**src/rtl/core/rrcs_pkg.sv**
```systemverilog
// Package for the round-robin configuration scheduler.
// Holds the payload structs, mode and status codes and shared constants.
// No dependencies.
package rrcs_pkg;

  localparam int unsigned MaxConfigsDef = 16;
  localparam int unsigned IdBitsDef     = 8;
  localparam int unsigned CountBitsDef  = 8;
  localparam int unsigned TimeBits      = 50;
  localparam int unsigned CfgIdxBits    = 1;

  localparam logic [2:0] ModeAdd     = 3'd0;
  localparam logic [2:0] ModeFinish  = 3'd1;
  localparam logic [2:0] ModeSched   = 3'd2;
  localparam logic [2:0] ModePreempt = 3'd3;
  localparam logic [2:0] ModeResume  = 3'd4;

  localparam logic [1:0] StatOk       = 2'd0;
  localparam logic [1:0] StatNotFound = 2'd1;
  localparam logic [1:0] StatFull     = 2'd2;

  localparam logic [CfgIdxBits-1:0] RegTimeslice = 1'd0;
  localparam logic [CfgIdxBits-1:0] RegKillMode  = 1'd1;

  typedef struct packed {
    logic [2:0]  mode;
    logic [7:0]  config_id;
    logic [47:0] now;
    logic [31:0] preempt_time;
    logic [31:0] store_time;
    logic [31:0] resume_time;
    logic [31:0] load_time;
  } in_item_t;

  typedef struct packed {
    logic        issued;
    logic [7:0]  next_config;
    logic        wait_valid;
    logic [31:0] wait_time;
    logic        wake_component;
    logic [1:0]  status;
  } out_item_t;

  // Saturate a 52-bit signed value to the 50-bit signed range.
  function automatic logic signed [TimeBits-1:0] sat50(input logic signed [51:0] v);
    logic signed [51:0] hi;
    logic signed [51:0] lo;
    hi = 52'sd562949953421311;
    lo = -52'sd562949953421312;
    if (v > hi) sat50 = hi[TimeBits-1:0];
    else if (v < lo) sat50 = lo[TimeBits-1:0];
    else sat50 = v[TimeBits-1:0];
  endfunction

endpackage

```
**src/rtl/core/rrcs_ring.sv**
```systemverilog
// Ring memory of configuration ids and task counts.
// One synchronous memory, one registered read port, one write port.
// Depends on rrcs_pkg.
module rrcs_ring #(
  parameter int unsigned Depth = 16,
  parameter int unsigned Width = 16
) (
  input  logic                     clk,
  input  logic                     wr_en,
  input  logic [$clog2(Depth)-1:0] wr_addr,
  input  logic [Width-1:0]         wr_data,
  input  logic [$clog2(Depth)-1:0] rd_addr,
  output logic [Width-1:0]         rd_data
);
  import rrcs_pkg::*;

  logic [Width-1:0] mem [Depth];
  logic [Width-1:0] rd_data_r;

  always_ff @(posedge clk) begin
    if (wr_en) begin
      mem[wr_addr] <= wr_data;
    end
    rd_data_r <= mem[rd_addr];
  end

  assign rd_data = rd_data_r;
endmodule

```
**src/rtl/core/round_robin_config_scheduler.sv**
```systemverilog
// Round-robin configuration scheduler. Items arrive on a valid/stall input channel
// and every item gives exactly one result item; the input stalls from acceptance
// until that result is taken, so items are handled one at a time. The timeslice
// and kill_mode registers are to be written through the cfg_ port only while no
// item is in flight; the block itself does not enforce this. Preemption, resume,
// unused modes and a schedule event that does not switch go straight to the result
// state. An add or finish searches the ring memory one entry a cycle, and a removal
// then shifts each tail entry up one place. A switching schedule event rotates the
// ring one entry at a time and then reads the new front.
// Depends on rrcs_pkg and rrcs_ring.
module round_robin_config_scheduler
  import rrcs_pkg::*;
#(
  parameter int unsigned MAX_CONFIGS = MaxConfigsDef,
  parameter int unsigned ID_BITS     = IdBitsDef,
  parameter int unsigned COUNT_BITS  = CountBitsDef
) (
  input  logic                 clk,
  input  logic                 rst_n,
  input  logic                 in_valid,
  output logic                 in_stall,
  input  rrcs_pkg::in_item_t   in_data,
  output logic                 out_valid,
  input  logic                 out_stall,
  output rrcs_pkg::out_item_t  out_data,
  input  logic                 cfg_we,
  input  logic [rrcs_pkg::CfgIdxBits-1:0] cfg_index,
  input  logic [31:0]          cfg_data
);
  localparam int unsigned AW = $clog2(MAX_CONFIGS);
  localparam int unsigned LW = $clog2(MAX_CONFIGS + 1);
  localparam int unsigned EW = ID_BITS + COUNT_BITS;

  typedef enum logic [2:0] {
    S_IDLE, S_SEARCH, S_SHIFT, S_ROTATE, S_FRONT, S_DONE
  } state_t;

  state_t state_r;
  in_item_t item_r;
  out_item_t res_r;
  logic out_valid_r;
  logic [31:0] timeslice_r;
  logic kill_mode_r;
  logic [LW-1:0] len_r;
  logic sched_v_r, act_v_r;
  logic [ID_BITS-1:0] sched_id_r, act_id_r;
  logic signed [TimeBits-1:0] rem_r, last_r;
  logic [AW-1:0] idx_r;
  logic rd_wait_r;
  logic [EW-1:0] hold_r;

  logic wr_en;
  logic [AW-1:0] wr_addr, rd_addr;
  logic [EW-1:0] wr_data, rd_data;

  logic [ID_BITS-1:0] id_in;
  logic [ID_BITS-1:0] rd_id;
  logic [COUNT_BITS-1:0] rd_cnt;
  logic signed [TimeBits-1:0] charged;
  logic signed [51:0] ovh;
  logic [LW-1:0] idx_ext;

  assign id_in  = ID_BITS'(item_r.config_id);
  assign rd_id  = rd_data[EW-1:COUNT_BITS];
  assign rd_cnt = rd_data[COUNT_BITS-1:0];
  assign idx_ext = LW'(idx_r);
  assign charged = sat50(52'(signed'(rem_r)) - (52'(signed'({2'b0, item_r.now}))
                   - 52'(signed'(last_r))));
  assign ovh = 52'(signed'({2'b0, item_r.now})) + 52'(item_r.preempt_time)
             + 52'(item_r.resume_time) + 52'(item_r.load_time)
             + (kill_mode_r ? 52'd0 : 52'(item_r.store_time));

  assign in_stall  = (state_r != S_IDLE) || out_valid_r;
  assign out_valid = out_valid_r;
  assign out_data  = res_r;

  rrcs_ring #(.Depth(MAX_CONFIGS), .Width(EW)) u_ring (
    .clk(clk), .wr_en(wr_en), .wr_addr(wr_addr), .wr_data(wr_data),
    .rd_addr(rd_addr), .rd_data(rd_data)
  );

  // Memory port control: reads walk idx_r; writes happen in the clocked block's cycle.
  always_comb begin
    wr_en = 1'b0;
    wr_addr = idx_r;
    wr_data = rd_data;
    rd_addr = idx_r;
    unique case (state_r)
      S_SEARCH: begin
        if (!rd_wait_r && len_r != '0 && rd_id == id_in) begin
          if (item_r.mode == ModeAdd) begin
            wr_en = 1'b1;
            wr_data = {rd_id, (rd_cnt == {COUNT_BITS{1'b1}}) ? rd_cnt
                                                             : rd_cnt + 1'b1};
          end else if (rd_cnt > COUNT_BITS'(1)) begin
            wr_en = 1'b1;
            wr_data = {rd_id, rd_cnt - 1'b1};
          end
        end else if (!rd_wait_r && idx_ext + 1'b1 >= len_r
                     && item_r.mode == ModeAdd && len_r < LW'(MAX_CONFIGS)) begin
          wr_en = 1'b1;
          wr_addr = AW'(len_r);
          wr_data = {id_in, COUNT_BITS'(1)};
        end
        if (rd_wait_r) rd_addr = idx_r;
        else rd_addr = idx_r + 1'b1;
      end
      S_SHIFT, S_ROTATE: begin
        rd_addr = idx_r;
        if (!rd_wait_r) begin
          wr_en = 1'b1;
          wr_addr = idx_r - 1'b1;
          wr_data = rd_data;
        end
      end
      S_FRONT: begin
        rd_addr = '0;
        // The old front goes to the back once the rest has moved up.
        if (!rd_wait_r && item_r.mode == ModeResume) begin
          wr_en = 1'b1;
          wr_addr = AW'(len_r - 1'b1);
          wr_data = hold_r;
        end
      end
      default: ;
    endcase
  end

  always_ff @(posedge clk) begin
    if (!rst_n) begin
      state_r <= S_IDLE;
      out_valid_r <= 1'b0;
      timeslice_r <= 32'd1;
      kill_mode_r <= 1'b0;
      len_r <= '0;
      sched_v_r <= 1'b0;
      sched_id_r <= '0;
      act_v_r <= 1'b0;
      act_id_r <= '0;
      rem_r <= '0;
      last_r <= '1;
      idx_r <= '0;
      rd_wait_r <= 1'b0;
    end else begin
      if (cfg_we) begin
        unique case (cfg_index)
          RegTimeslice: timeslice_r <= cfg_data;
          RegKillMode:  kill_mode_r <= cfg_data[0];
          default: ;
        endcase
      end
      if (out_valid_r && !out_stall) out_valid_r <= 1'b0;
      rd_wait_r <= 1'b0;
      unique case (state_r)
        S_IDLE: begin
          if (in_valid && !in_stall) begin
            item_r <= in_data;
            res_r <= '0;
            idx_r <= '0;
            rd_wait_r <= 1'b1;
            state_r <= S_DONE;
            unique case (in_data.mode)
              ModeAdd, ModeFinish: begin
                if (len_r == '0) begin
                  if (in_data.mode == ModeAdd) begin
                    state_r <= S_SEARCH;
                  end else begin
                    res_r.status <= StatNotFound;
                  end
                end else begin
                  state_r <= S_SEARCH;
                end
              end
              // Charge first; a due switch rotates the ring.
              ModeSched:   state_r <= S_DONE;
              ModePreempt: state_r <= S_DONE;
              ModeResume:  state_r <= S_DONE;
              default:     state_r <= S_DONE;
            endcase
          end
        end
        S_SEARCH: begin
          if (!rd_wait_r) begin
            if (len_r != '0 && rd_id == id_in) begin
              if (item_r.mode == ModeFinish && rd_cnt <= COUNT_BITS'(1)) begin
                if (sched_v_r && sched_id_r == id_in) sched_v_r <= 1'b0;
                if (idx_ext + 1'b1 >= len_r) begin
                  len_r <= len_r - 1'b1;
                  state_r <= S_DONE;
                end else begin
                  idx_r <= idx_r + 1'b1;
                  rd_wait_r <= 1'b1;
                  state_r <= S_SHIFT;
                end
              end else begin
                state_r <= S_DONE;
              end
            end else if (len_r == '0 || idx_ext + 1'b1 >= len_r) begin
              if (item_r.mode == ModeAdd) begin
                if (len_r < LW'(MAX_CONFIGS)) len_r <= len_r + 1'b1;
                else res_r.status <= StatFull;
              end else begin
                res_r.status <= StatNotFound;
              end
              state_r <= S_DONE;
            end else begin
              idx_r <= idx_r + 1'b1;
            end
          end
        end
        S_SHIFT: begin
          if (!rd_wait_r) begin
            if (idx_ext + 1'b1 >= len_r) begin
              len_r <= len_r - 1'b1;
              state_r <= S_DONE;
            end else begin
              idx_r <= idx_r + 1'b1;
              rd_wait_r <= 1'b1;
            end
          end
        end
        S_FRONT: begin
          // First pass reads entry 0 to hold; after rotation it reads the new front.
          if (!rd_wait_r) begin
            if (item_r.mode == ModeSched) begin
              hold_r <= rd_data;
              if (len_r == LW'(1)) begin
                item_r.mode <= ModeResume;
                rd_wait_r <= 1'b1;
              end else begin
                idx_r <= AW'(1);
                rd_wait_r <= 1'b1;
                state_r <= S_ROTATE;
              end
            end else begin
              sched_v_r <= 1'b1;
              sched_id_r <= rd_id;
              act_v_r <= 1'b1;
              act_id_r <= rd_id;
              res_r.issued <= 1'b1;
              res_r.next_config <= 8'(rd_id);
              if (act_v_r && act_id_r != rd_id) last_r <= sat50(ovh);
              rem_r <= signed'({18'd0, timeslice_r});
              out_valid_r <= 1'b1;
              state_r <= S_IDLE;
            end
          end
        end
        S_ROTATE: begin
          if (!rd_wait_r) begin
            if (idx_ext + 1'b1 >= len_r) begin
              item_r.mode <= ModeResume;
              idx_r <= '0;
              rd_wait_r <= 1'b1;
              state_r <= S_FRONT;
            end else begin
              idx_r <= idx_r + 1'b1;
              rd_wait_r <= 1'b1;
            end
          end
        end
        S_DONE: begin
          if (item_r.mode == ModeSched) begin
            rem_r <= charged;
            last_r <= signed'({2'b0, item_r.now});
            if (len_r != '0) begin
              res_r.wait_valid <= 1'b1;
              res_r.wait_time <= timeslice_r;
            end
            if ((charged <= 0 || !sched_v_r) && len_r != '0) begin
              idx_r <= '0;
              rd_wait_r <= 1'b1;
              state_r <= S_FRONT;
            end else begin
              out_valid_r <= 1'b1;
              state_r <= S_IDLE;
            end
          end else begin
            if (item_r.mode == ModeFinish) begin
              res_r.wake_component <= !sched_v_r && len_r != '0;
            end else if (item_r.mode == ModePreempt) begin
              rem_r <= charged;
            end else if (item_r.mode == ModeResume) begin
              last_r <= signed'({2'b0, item_r.now});
            end
            out_valid_r <= 1'b1;
            state_r <= S_IDLE;
          end
        end
        default: state_r <= S_IDLE;
      endcase
    end
  end
endmodule

```
**config.mk**
```make
export PLATFORM = sky130hd
export DESIGN_NAME = round_robin_config_scheduler
export DESIGN_NICKNAME = d
export VERILOG_FILES = /design/src/rtl/core/rrcs_pkg.sv /design/src/rtl/core/rrcs_ring.sv /design/src/rtl/core/round_robin_config_scheduler.sv
export SDC_FILE = /design/constraint.sdc
export NUM_CORES = 2
export LEC_CHECK = 0
export BUFFER_PORTS_ARGS = -buffer_cell sky130_fd_sc_hd__buf_4
export CAP_MARGIN = 0
export CORE_ASPECT_RATIO = 1.1
export CORE_MARGIN = 3
export CORE_UTILIZATION = 65
export CTS_CLUSTER_DIAMETER = 80
export DETAILED_ROUTE_END_ITERATION = 10
export PLACE_DENSITY_LB_ADDON = 0.25
export SYNTH_ARGS = -nofsm -noshare
export SYNTH_HDL_FRONTEND = slang
export SYNTH_SLANG_ARGS = --single-unit
```
**constraint.sdc**
```tcl
create_clock -name clk -period 34.8 [get_ports clk]
set_input_delay 5.22 -clock clk [delete_from_list [all_inputs] [get_ports clk]]
set_output_delay 5.22 -clock clk [all_outputs]
set_load 0.01 [all_outputs]
```
* Yosys cells after proc, flatten, opt, wreduce, memory -nomap -nowiden
Memory sizes are Yosys's and may differ from the RTL's. A register that Yosys moved wholly into a read port is not among the register bits. Index checks and enable logic that the tools add are counted.
Word-level totals: register bits 405, memory bits (writable) 256, input bits 225, output and inout port bits 47, memories 1
Cells by class: add/sub/neg operators 13, magnitude comparators 9, equal/unequal tests 48, multiplexer cells 132, bitwise gates (word level) 3, reductions and logical operators 53
Memories:
- u_ring.mem | depth 16, width 16, rd ports 1, clocked after memory_dff 1, wr ports 1, line rrcs_ring.sv:17 | logic [Width-1:0] mem [Depth];
Operators by type and width (count):
- 50-bit 2-to-1 mux | 16
- 50-bit case mux with 2 select lines | 2
- 187-bit 2-to-1 mux | 1
- 52-bit by 50-bit greater-than comparator with 1-bit output (second input constant) | 2
- 52-bit by 50-bit less-than comparator with 1-bit output (second input constant) | 2
- 4-bit 2-to-1 mux | 19
- 34-bit case mux with 2 select lines | 1
- 33-bit 2-to-1 mux | 2
- 3-bit 2-to-1 mux | 21
- 51-bit by 32-bit adder with 52-bit output | 1
- 50-bit by 51-bit subtractor with 52-bit output | 1
- 50-bit by 32-bit adder with 51-bit output | 1
- 49-bit by 50-bit subtractor with 51-bit output | 1
- 49-bit by 32-bit adder with 50-bit output | 1
- 50-bit by 1-bit less-or-equal comparator with 1-bit output (second input constant) | 1
- 48-bit by 32-bit adder with 49-bit output | 1
- 16-bit 2-to-1 mux | 3
- 45-bit 2-to-1 mux | 1
- 2-bit inequality test (second input constant) | 22
- 5-bit 2-to-1 mux | 8
- 1-bit 2-to-1 mux | 34
- 3-bit inequality test (second input constant) | 11
- 32-bit 2-to-1 mux | 1
- 16-bit case mux with 2 select lines | 1
- other kinds (51) | 104

* Depth between registers and ports, before layout
word-level depth 11, gate-level depth with buffers 20

* Hierarchy
A second synthesis with hierarchy kept.
Unflattened totals: cells, all modules 3238, area, all modules 36695.2 sq um
Modules (own cells, without submodules):
- round_robin_config_scheduler | times used 1, cells an instance 2806, area each 26653.1 sq um
- rrcs_ring | times used 1, cells an instance 432, area each 10042.1 sq um

* Worst setup path after synthesis
Ideal clock, no wire load.
path type input to register, start in rst_n, end reg item_r (netlist bit id_in[0]) (enable), library setup time 0.731 ns, data arrival time 13.827 ns, path slack 20.242 ns, cell stages on the path 5, path buffers 3, path through clkbuf_1 clkinv_1 clkbuf_1 buf_1 nor2_1
On the way: longest elaborated chain between the ends 1
Ends and longest elaborated chain:
- from (decl) | line round_robin_config_scheduler.sv:19 | input logic rst_n,
- 3-bit AND reduction (no line)
- to (signal assigned) | line round_robin_config_scheduler.sv:157 | item_r <= in_data;
- to (decl) | line round_robin_config_scheduler.sv:39 | in_item_t item_r;
Every way passes these cells. A chain may end at the register's enable or synchronous reset.

* Worst setup path in the final report
start in rst_n, end reg item_r[148] (netlist name) (enable)
Same word-level chain as after synthesis.

==> results.cfg <==
[synthesis]
synth_xor_area_share_pct = 2.37
synth_fp_nets = 3874
synth_compound_area_share_pct = 15.6
synth_edf_count = 504
ys_warn_count = 0
synth-simple-area-share_pct = 14.0
yosysSeqAreaShare_pct = 51.4
syn-cell-area_sq_mm = 0.0362
synthAdderAreaFrac_pct = 11.6
syn_area_per_cell_sq_um = 10.6
synthFlopType = edfxtp_1
synth.distinct_cells = 89
synth-async-reset-ratio_pct = 0
synth_top_family_by_area = compound AO/OA/AOI/OAI gates
synth_seq_cells = 677
muxShareOfSynthArea_pct = 0.363
synth_cells = 3400

[timing]
rsz0062_at_grt = false
final.setup.tns_ns = 0
setup_viol = 0
skew_ns = 0.0218
min_period_ns = 7.61
tightestPinTransition_ns = 1.35
slew_violations = 0
hold_slack_ns = 0.456
fin_crit_sh_pct = 21.9
max_freq_mhz = 131
relSlewSlack_pct = 10.1
finalHoldViolCount = 0

[critical_path]
crit_path_end_kind = flip-flop
critPathLaunchType = input pin
path_common_cell = buf_4
cpPeakStageDelay_ns = 0.91
critical_path_class = input pin to flip-flop
worstPathRequired_ns = 35.03
critPathBufInv = 3
path_max_fanout = 91
arrival_ns = 7.84
crit_start = rst_n
reg2reg_from = item_r[1]
critPathTopFamily = buffers and inverters
crit_path_cell_trace = buf_4, inv_2, nor2_4, buf_4
critPathSlowestCell = buf_4

[min_path]
worstHoldStart = rem_r[10]
hold_path.class = flip-flop to flip-flop

[route]
wl_um = 102000
routedWlPerCell_um = 23.4
drc_errors = 0
antenna_left = 0
via_per_inst = 6.43
drtIter0Drc = 2930
first_pass_iters = 6
via_count = 28100

[layout]
final_common_cell = edfxtp_1
final_cell_area_sq_mm = 0.0411
layout_common_cells = edfxtp_1 (504), nand2_1 (402), buf_4 (314)
drive_above_1_share_pct = 13.1
fin_nets = 4053
fin_cells = 4369
diodes = 0
area_delta_synth_final_pct = 13.6

[grt]
grt_util_met3_pct = 4.48
grt_pass1_wl_um = 156000
antenna_found_initial = 0
grt_overflow_total = 0
grt.met1_usage_pct = 40.5
use_met2_pct = 62.5
grt_pass1_vias = 28000
grt_max_degree = 101
grtUsageTotal_pct = 34.4
busiest_layer = met2

[cts]
clk_path_buf_depth = 3
post_cts_resized = 0
cts_made_buffers = 71
cts_sinks = 677
htreeDepth = 3
cts_setup_buffers = 0
hold_buffers = 0
ctsRootBufferMaster = clkbuf_16
cts_tree = yes
clk_pin_slew_worst_paths_ns = 0.06
clock_latency_ns = 0.62

[floorplan]
core_sq_mm = 0.0550
initial_core_util_pct = 65.9
dieArea_sq_mm = 0.0586
num_rows = 90
io_pins = 272
die_h_um = 254
dieWidth_um = 231

[placed_design]
dp_cells = 4242
placed_area_sq_mm = 0.0388
port_buffers = 271
place_congestion = 0.968
dp_hpwl_um = 70400

[power]
seqPwrFrac_pct = 28.6
pwr-share-clk_pct = 19.2
netSwitchingPower_mw = 1.74
p_sw_share_pct = 43.8
power_density_mw_per_mm2 = 96.5
pwr-share-comb_pct = 52.2
p_leak_nw = 15.9
p_int_mw = 2.23
vdd_ir_drop_max_v = 0.0000937

[run]
drv_cap = 0

[run_status]
status = finished clean
[per-layer routing]
metal	wire length (um)	vias to the layer above
met5	0	-
met4	5160	0
met3	6840	294
met2	53900	1353
met1	36300	13800
li1	-	12700
[power groups by stage]
stage | Sequential, mW | Combinational (mW) | Clock (mW)
after floorplan | 1.12 | 1.47 | 0
after global placement | 1.14 | 1.96 | 0
after detailed placement | 1.15 | 2.00 | 0
after CTS | 1.13 | 2.04 | 0.768
after global routing | 1.15 | 2.27 | 0.800
final | 1.14 | 2.07 | 0.763
[worst paths after layout]
path,endpoint,slack [ns],depth (start not counted)
max,item_r[148],27.19,4
min,rem_r[10],0.46,2
max reg2reg,last_r[43],28.38,19
min reg2reg,rem_r[10],0.46,2
[metrics by stage]
step	util [%]	power, mW	setup slack [ns]
2_1_floorplan	-	2.59	20.24
3_3_place_gp	70.6	3.10	26.72
3_5_place_dp	70.6	3.15	26.52
4_1_cts	74.9	3.94	27.19
5_1_grt	74.9	4.21	27.00
6_report	74.9	3.97	27.19
[tightest hold or removal path, stage by stage, from the launching register on]
cell,delay [ns]
dfxtp_1,0.31
nand2_1,0.05
a21oi_1,0.05
[flip-flops by register name (all words and copies together) (netlist names), 4 cells and up]
signal	count
hold_r	16
last_r	50
out_data	45
rem_r	50
u_ring.mem	256
item_r	179
len_r	5
act_id_r	8
idx_r	4
u_ring.rd_data	16
id_in	8
timeslice_r	32
[logic make-up (layout without fill, tap and decap cells)]
kind of cell	Yosys count	after routing
and+or+nand+nor	1044	1044
muxes	13	13
xor gates and xnor gates	98	98
AOI/OAI and AO/OA	863	863
buffers and inverters	456	689
DFF	677	677
adders and majority gates	249	249
[Yosys cell counts, types with 12 or more instances]
library cell  number  area [sq um]
a211oi_1         111           833
a21o_1            37           278
a21oi_1          239          1200
a22oi_1           23           173
a311oi_1          36           315
a31oi_1           54           338
and2_1            17           106
and3_1           126           788
buf_1             19          71.3
buf_2             13          65.1
clkbuf_1         176           661
dfxtp_1          173          3460
edfxtp_1         504         15100
fa_1             143          2860
ha_1             106          1330
inv_1            247           927
mux2i_1           12           120
nand2_1          404          1520
nand2b_1          19           119
nand3_1           51           255
nand4_1           50           313
nor2_1           179           672
nor2b_1           61           382
nor3_1            45           225
nor4_1            15          93.8
o211ai_1          39           293
o21ai_0          161           806
o21bai_1          17           128
o31ai_1           15           113
or3_1             19           119
xnor2_1           56           490
xor2_1            42           368
[area by class of cell]
| type | count | area (sq um) |
|---|---|---|
| flip-flops and latches | 677 | 18600 |
| multi-input cells | 2267 | 16000 |
| fillers | 3691 | 13800 |
| repair buffers | 314 | 2360 |
| clock buffers | 90 | 1890 |
| inverters | 248 | 931 |
| well taps | 736 | 921 |
| clock inverters | 37 | 419 |
(Power assumes the default switching activity.)
